`config.mk`:
```
export PLATFORM = sky130hd
export DESIGN_NAME = tbcd_ctrl
export DESIGN_NICKNAME = d
export VERILOG_FILES = /design/src/tbcd_pkg.sv /design/src/tbcd_ctrl.sv
export SDC_FILE = /design/constraint.sdc
export NUM_CORES = 1
export LEC_CHECK = 0
export ABC_AREA = 0
export BUFFER_PORTS_ARGS = -buffer_cell sky130_fd_sc_hd__buf_2
export CAP_MARGIN = 20
export CORE_UTILIZATION = 30
export CTS_CLUSTER_SIZE = 8
export DETAILED_ROUTE_END_ITERATION = 12
export SETUP_SLACK_MARGIN = 0.02
export SYNTH_ARGS = -nofsm -noshare
export SYNTH_HDL_FRONTEND = slang
export SYNTH_SLANG_ARGS = --single-unit
```
`constraint.sdc`:
```
create_clock -name clk_i -period 1.8 [get_ports clk_i]
set_clock_uncertainty 0.05 [all_clocks]
set_input_delay 0.36 -clock clk_i [delete_from_list [all_inputs] [get_ports clk_i]]
set_output_delay 0.36 -clock clk_i [all_outputs]
set_load 0.01 [all_outputs]
```
`src/tbcd_pkg.sv`:
```
package tbcd_pkg;

  // action codes of an input word
  localparam logic [1:0] ACT_LOOKUP = 2'd0;
  localparam logic [1:0] ACT_INVAL  = 2'd1;
  localparam logic [1:0] ACT_INSERT = 2'd2;
  localparam logic [1:0] ACT_RUN    = 2'd3;

  // result status codes
  localparam logic [1:0] STATUS_DONE      = 2'd0;
  localparam logic [1:0] STATUS_NOTFOUND  = 2'd1;
  localparam logic [1:0] STATUS_THROTTLED = 2'd2;

  localparam int unsigned AddrW  = 36;
  localparam int unsigned LenW   = 13;
  localparam int unsigned CountW = 11;
  localparam int unsigned TimeW  = 32;
  localparam int unsigned ThrW   = 4;
  localparam int unsigned SlotW  = 4;
  localparam int unsigned HintW  = 6;

  // datapath operations
  typedef enum logic [3:0] {
    OP_NONE  = 4'd0,
    OP_LATCH = 4'd1,
    OP_LOOK  = 4'd2,
    OP_INVAL = 4'd3,
    OP_VICT  = 4'd4,
    OP_WRITE = 4'd5,
    OP_BUB   = 4'd6
  } dp_op_e;

  typedef struct packed {
    dp_op_e op;
    logic   load_out;
  } ctl_cmd_t;

  typedef struct packed {
    logic [1:0] action;
    logic       throttled;
    logic       idx_last;
    logic       look_hit;
    logic       short_blk;
    logic       bub_stop;
  } ctl_sts_t;

endpackage

```
`src/tbcd_ctrl.sv`:
```
module tbcd_ctrl (
  input  logic               clk_i,
  input  logic               rst_ni,
  input  logic               in_valid_i,
  output logic               in_ready_o,
  output logic               out_valid_o,
  input  logic               out_ready_i,
  input  tbcd_pkg::ctl_sts_t sts_i,
  output tbcd_pkg::ctl_cmd_t cmd_o
);

  typedef enum logic [6:0] {
    ST_IDLE  = 7'b0000001,
    ST_LOOK  = 7'b0000010,
    ST_INVAL = 7'b0000100,
    ST_VICT  = 7'b0001000,
    ST_WRITE = 7'b0010000,
    ST_BUB   = 7'b0100000,
    ST_RESP  = 7'b1000000
  } state_e;

  state_e state_q, state_d;
  logic   out_valid_q, out_valid_d;
  logic   out_free;

  assign out_free    = !out_valid_q || out_ready_i;
  assign in_ready_o  = state_q == ST_IDLE;
  assign out_valid_o = out_valid_q;

  // sequencing
  always_comb begin
    state_d          = state_q;
    cmd_o.op         = tbcd_pkg::OP_NONE;
    cmd_o.load_out   = 1'b0;
    out_valid_d      = out_valid_q && !out_ready_i;
    unique case (state_q)
      ST_IDLE: begin
        if (in_valid_i) begin
          cmd_o.op = tbcd_pkg::OP_LATCH;
          unique case (sts_i.action)
            tbcd_pkg::ACT_LOOKUP: state_d = ST_LOOK;
            tbcd_pkg::ACT_INVAL:  state_d = ST_INVAL;
            tbcd_pkg::ACT_INSERT: state_d = sts_i.throttled ? ST_RESP : ST_VICT;
            default:              state_d = ST_RESP;
          endcase
        end
      end
      ST_LOOK: begin
        cmd_o.op = tbcd_pkg::OP_LOOK;
        if (sts_i.look_hit || sts_i.idx_last) state_d = ST_RESP;
      end
      ST_INVAL: begin
        cmd_o.op = tbcd_pkg::OP_INVAL;
        if (sts_i.idx_last) state_d = ST_RESP;
      end
      ST_VICT: begin
        cmd_o.op = tbcd_pkg::OP_VICT;
        if (sts_i.idx_last) state_d = ST_WRITE;
      end
      ST_WRITE: begin
        cmd_o.op = tbcd_pkg::OP_WRITE;
        state_d  = sts_i.short_blk ? ST_RESP : ST_BUB;
      end
      ST_BUB: begin
        cmd_o.op = tbcd_pkg::OP_BUB;
        if (sts_i.bub_stop) state_d = ST_RESP;
      end
      ST_RESP: begin
        if (out_free) begin
          cmd_o.load_out = 1'b1;
          out_valid_d    = 1'b1;
          state_d        = ST_IDLE;
        end
      end
      default: state_d = ST_IDLE;
    endcase
  end

  always_ff @(posedge clk_i or negedge rst_ni) begin
    if (!rst_ni) begin
      state_q     <= ST_IDLE;
      out_valid_q <= 1'b0;
    end else begin
      state_q     <= state_d;
      out_valid_q <= out_valid_d;
    end
  end

endmodule

```
==> impl_metrics.env <==
export IMPL_status="finished, violations left"
export IMPL_violations="setup timing"
export IMPL_postRouteWirelength_um=2190
export IMPL_cts_num_sinks=8
export IMPL_setup_viol=9
export IMPL_viasPerCell=5.23
export IMPL_synth_fp_nets=89
export IMPL_avgSynthCellArea_um2=9.35
export IMPL_drt_initial_drc_count=37
export IMPL_layout_commonest_cell="buf_4"
export IMPL_drc=0
export IMPL_drive_gt1_frac=0.607
export IMPL_fmax_mhz=518
export IMPL_finalCritPeriodShare=1.07
export IMPL_synthCells=78
export IMPL_grt_ovfl_total=0
export IMPL_cp_end_kind="output port"
export IMPL_route_vias_total=759
export IMPL_slowest_stage="dfstp_2"
export IMPL_finalNonFillerCells=145
export IMPL_cts_buffer_depth=2
export IMPL_rsz0062_at_grt="true"
export IMPL_die_area_um2=2630
export IMPL_syn_area_um2=729
export IMPL_max_cap_violations=0
export IMPL_fin_crit_ns=1.93
export IMPL_hp_class="input pin to register"
export IMPL_row_count=17
export IMPL_synth_seq_area_share=0.276
export IMPL_nets=129
export IMPL_cp_slowest_stage_delay_ns=0.60
export IMPL_fillers=208
export IMPL_crit_chain="nor2b_4 -> nand3_2 -> inv_2 -> nand2_1 -> o311ai_1 -> buf_2"
export IMPL_async_flop_share=1.00
export IMPL_irDropWorstVdd_mv=0.579
export IMPL_path_max_fanout=6
export IMPL_grt_start_max_net_pins=10
export IMPL_antenna_left=0
export IMPL_path_clk_slew_ns=0.07
export IMPL_first_global_vias=748
export IMPL_antenna_found_initial=0
export IMPL_worstSkewPairLatency_ns=0.27
export IMPL_die_w_um=51.3
export IMPL_diodes=0
export IMPL_yosys_register_bits=8
export IMPL_arrival_ns=1.52
export IMPL_place_gp_congestion=0.854
export IMPL_grt_pass1_wl_um=3210
export IMPL_synth_edf_count=0
export IMPL_fin_ws_ns=-0.131
export IMPL_crit_type="register to output port"
export IMPL_ys_warn_count=0
export IMPL_cts_root_buffer="clkbuf_4"
export IMPL_hold_viol=0
export IMPL_required_ns=1.39
export IMPL_p_leak_uw=0.000515
export IMPL_cts_tree="yes"
export IMPL_dp_hpwl_um=1350
export IMPL_die_h_um=51.3
export IMPL_synth_flop_cell="dfrtp_1"
export IMPL_start_kind="register"
export IMPL_initial_utilization=0.324
export IMPL_io_pins=18
export IMPL_core_area_um2=2250
export IMPL_final_cell_mix="20 x buf_4, 15 x buf_2, 6 x buf_6"
export IMPL_r2r_setup_slack_ns=-0.10
export IMPL_cellPowerDensity_nw_per_um2=1520
export IMPL_fin_util=0.491
export IMPL_cts_htree_levels=1
export IMPL_track_usage=0.170
export IMPL_synth_cell_type_count=37
export IMPL_drtPass1Iterations=4
export IMPL_area_growth_pct=51.6
export IMPL_slew_violations=0
export IMPL_cts_buffers=3
export IMPL_port_buffers=16
export IMPL_dp_cells=125
export IMPL_wl_per_cell_um=15.1
[cells in the mapped netlist, types with 2 or more instances]
master,number,area share
a21oi_1,4,0.027
buf_4,2,0.021
buf_6,4,0.062
dfrtp_1,7,0.24
inv_1,4,0.021
mux2_4,2,0.041
nand2_1,4,0.021
nand3_1,5,0.034
nand3b_1,3,0.031
nand4_1,2,0.017
nor2_1,5,0.026
nor3_1,3,0.021
nor3_2,2,0.027
nor3b_1,3,0.031
o21ai_0,4,0.027
xor2_1,3,0.036
[routing by layer]
layer,GRT usage,share of wire,up-vias
met5,0,0,-
met3,0.0536,0.063,5
li1,-,-,362
met4,0.0631,0.012,0
met1,0.190,0.41,359
met2,0.300,0.51,33
[repair_timing]
action | CTS | global route
endpoints found under the setup margin | 5 | 8
resized for setup | 16 | 10
pin swaps | 4 | 3
setup buffers | 10 | 5
hold buffers | 1 | 0
hold endpoints to repair | 7 | 0
[logic make-up (layout without fill, tap and decap cells)]
group | Yosys count | count (layout) | share of synthesized area
multiplexers | 2 | 2 | 0.0412
other | 1 | 1 | 0.00514
XOR/XNOR | 4 | 4 | 0.0480
buffers and inverters | 11 | 50 | 0.110
flip-flops | 8 | 8 | 0.276
AND/OR/NAND/NOR | 37 | 37 | 0.362
AO/OA/AOI/OAI | 15 | 15 | 0.158
[state kept, by name, summed over array words and instances, names as in the netlist]
| signal | count |
|---|---|
| state_q | 7 |
| out_valid_o | 1 |
[layout make-up]
type                            instances  area (um^2)  area share
Sequential cell                         8          206       0.187
Clock buffer                            4         26.3      0.0238
Multi-Input combinational cell         59          520       0.471
Inverter                                4         15.0      0.0136
Timing Repair Buffer                   42          303       0.274
Tap cell                               28         35.0      0.0317
[critical path, delay by kind of cell (launching register included)]
kind | cells | cell delay, ns
DFF | 1 | 0.60
AOI/OAI and AO/OA | 1 | 0.06
buffers and inverters | 2 | 0.26
and+or+nand+nor | 3 | 0.33
[per-stage QoR]
stage / instance area, um^2 / setup slack, ns / power, uW / hold WS [ns] / TNS, ns
finish: 1110 / -0.131 / 1680 / 0.231 / -0.670
global route: 1110 / -0.211 / 1780 / 0.232 / -1.41
CTS: 1020 / -0.117 / 1500 / 0.219 / -0.432
detailed placement: 855 / 0.0392 / 1100 / 0.172 / 0
global placement: 855 / -0.0181 / 1110 / 0.174 / -0.0181
floorplan: 729 / 0.0562 / 849 / 0.0144 / 0
[power breakdown]
part / switching [uW] / internal [uW] / leakage [uW]
logic: 499 / 668 / 0.000400
registers: 106 / 241 / 0.0000999
clock network: 81.5 / 86.0 / 0.0000150
total: 687 / 995 / 0.000515
[path summary, 6_finish.rpt]
check,startpoint,end,cells after the start
setup reg to reg,state_q[2],state_q[1],7
hold / removal,in_valid_i,state_q[0],2
setup / recovery,state_q[0],cmd_o[1],6
hold reg to reg,out_valid_o,out_valid_o,2
max in group asynchronous,rst_ni,state_q[0],2
min in group asynchronous,rst_ni,out_valid_o,2
No activity file was read; power rests on OpenSTA's default activity.
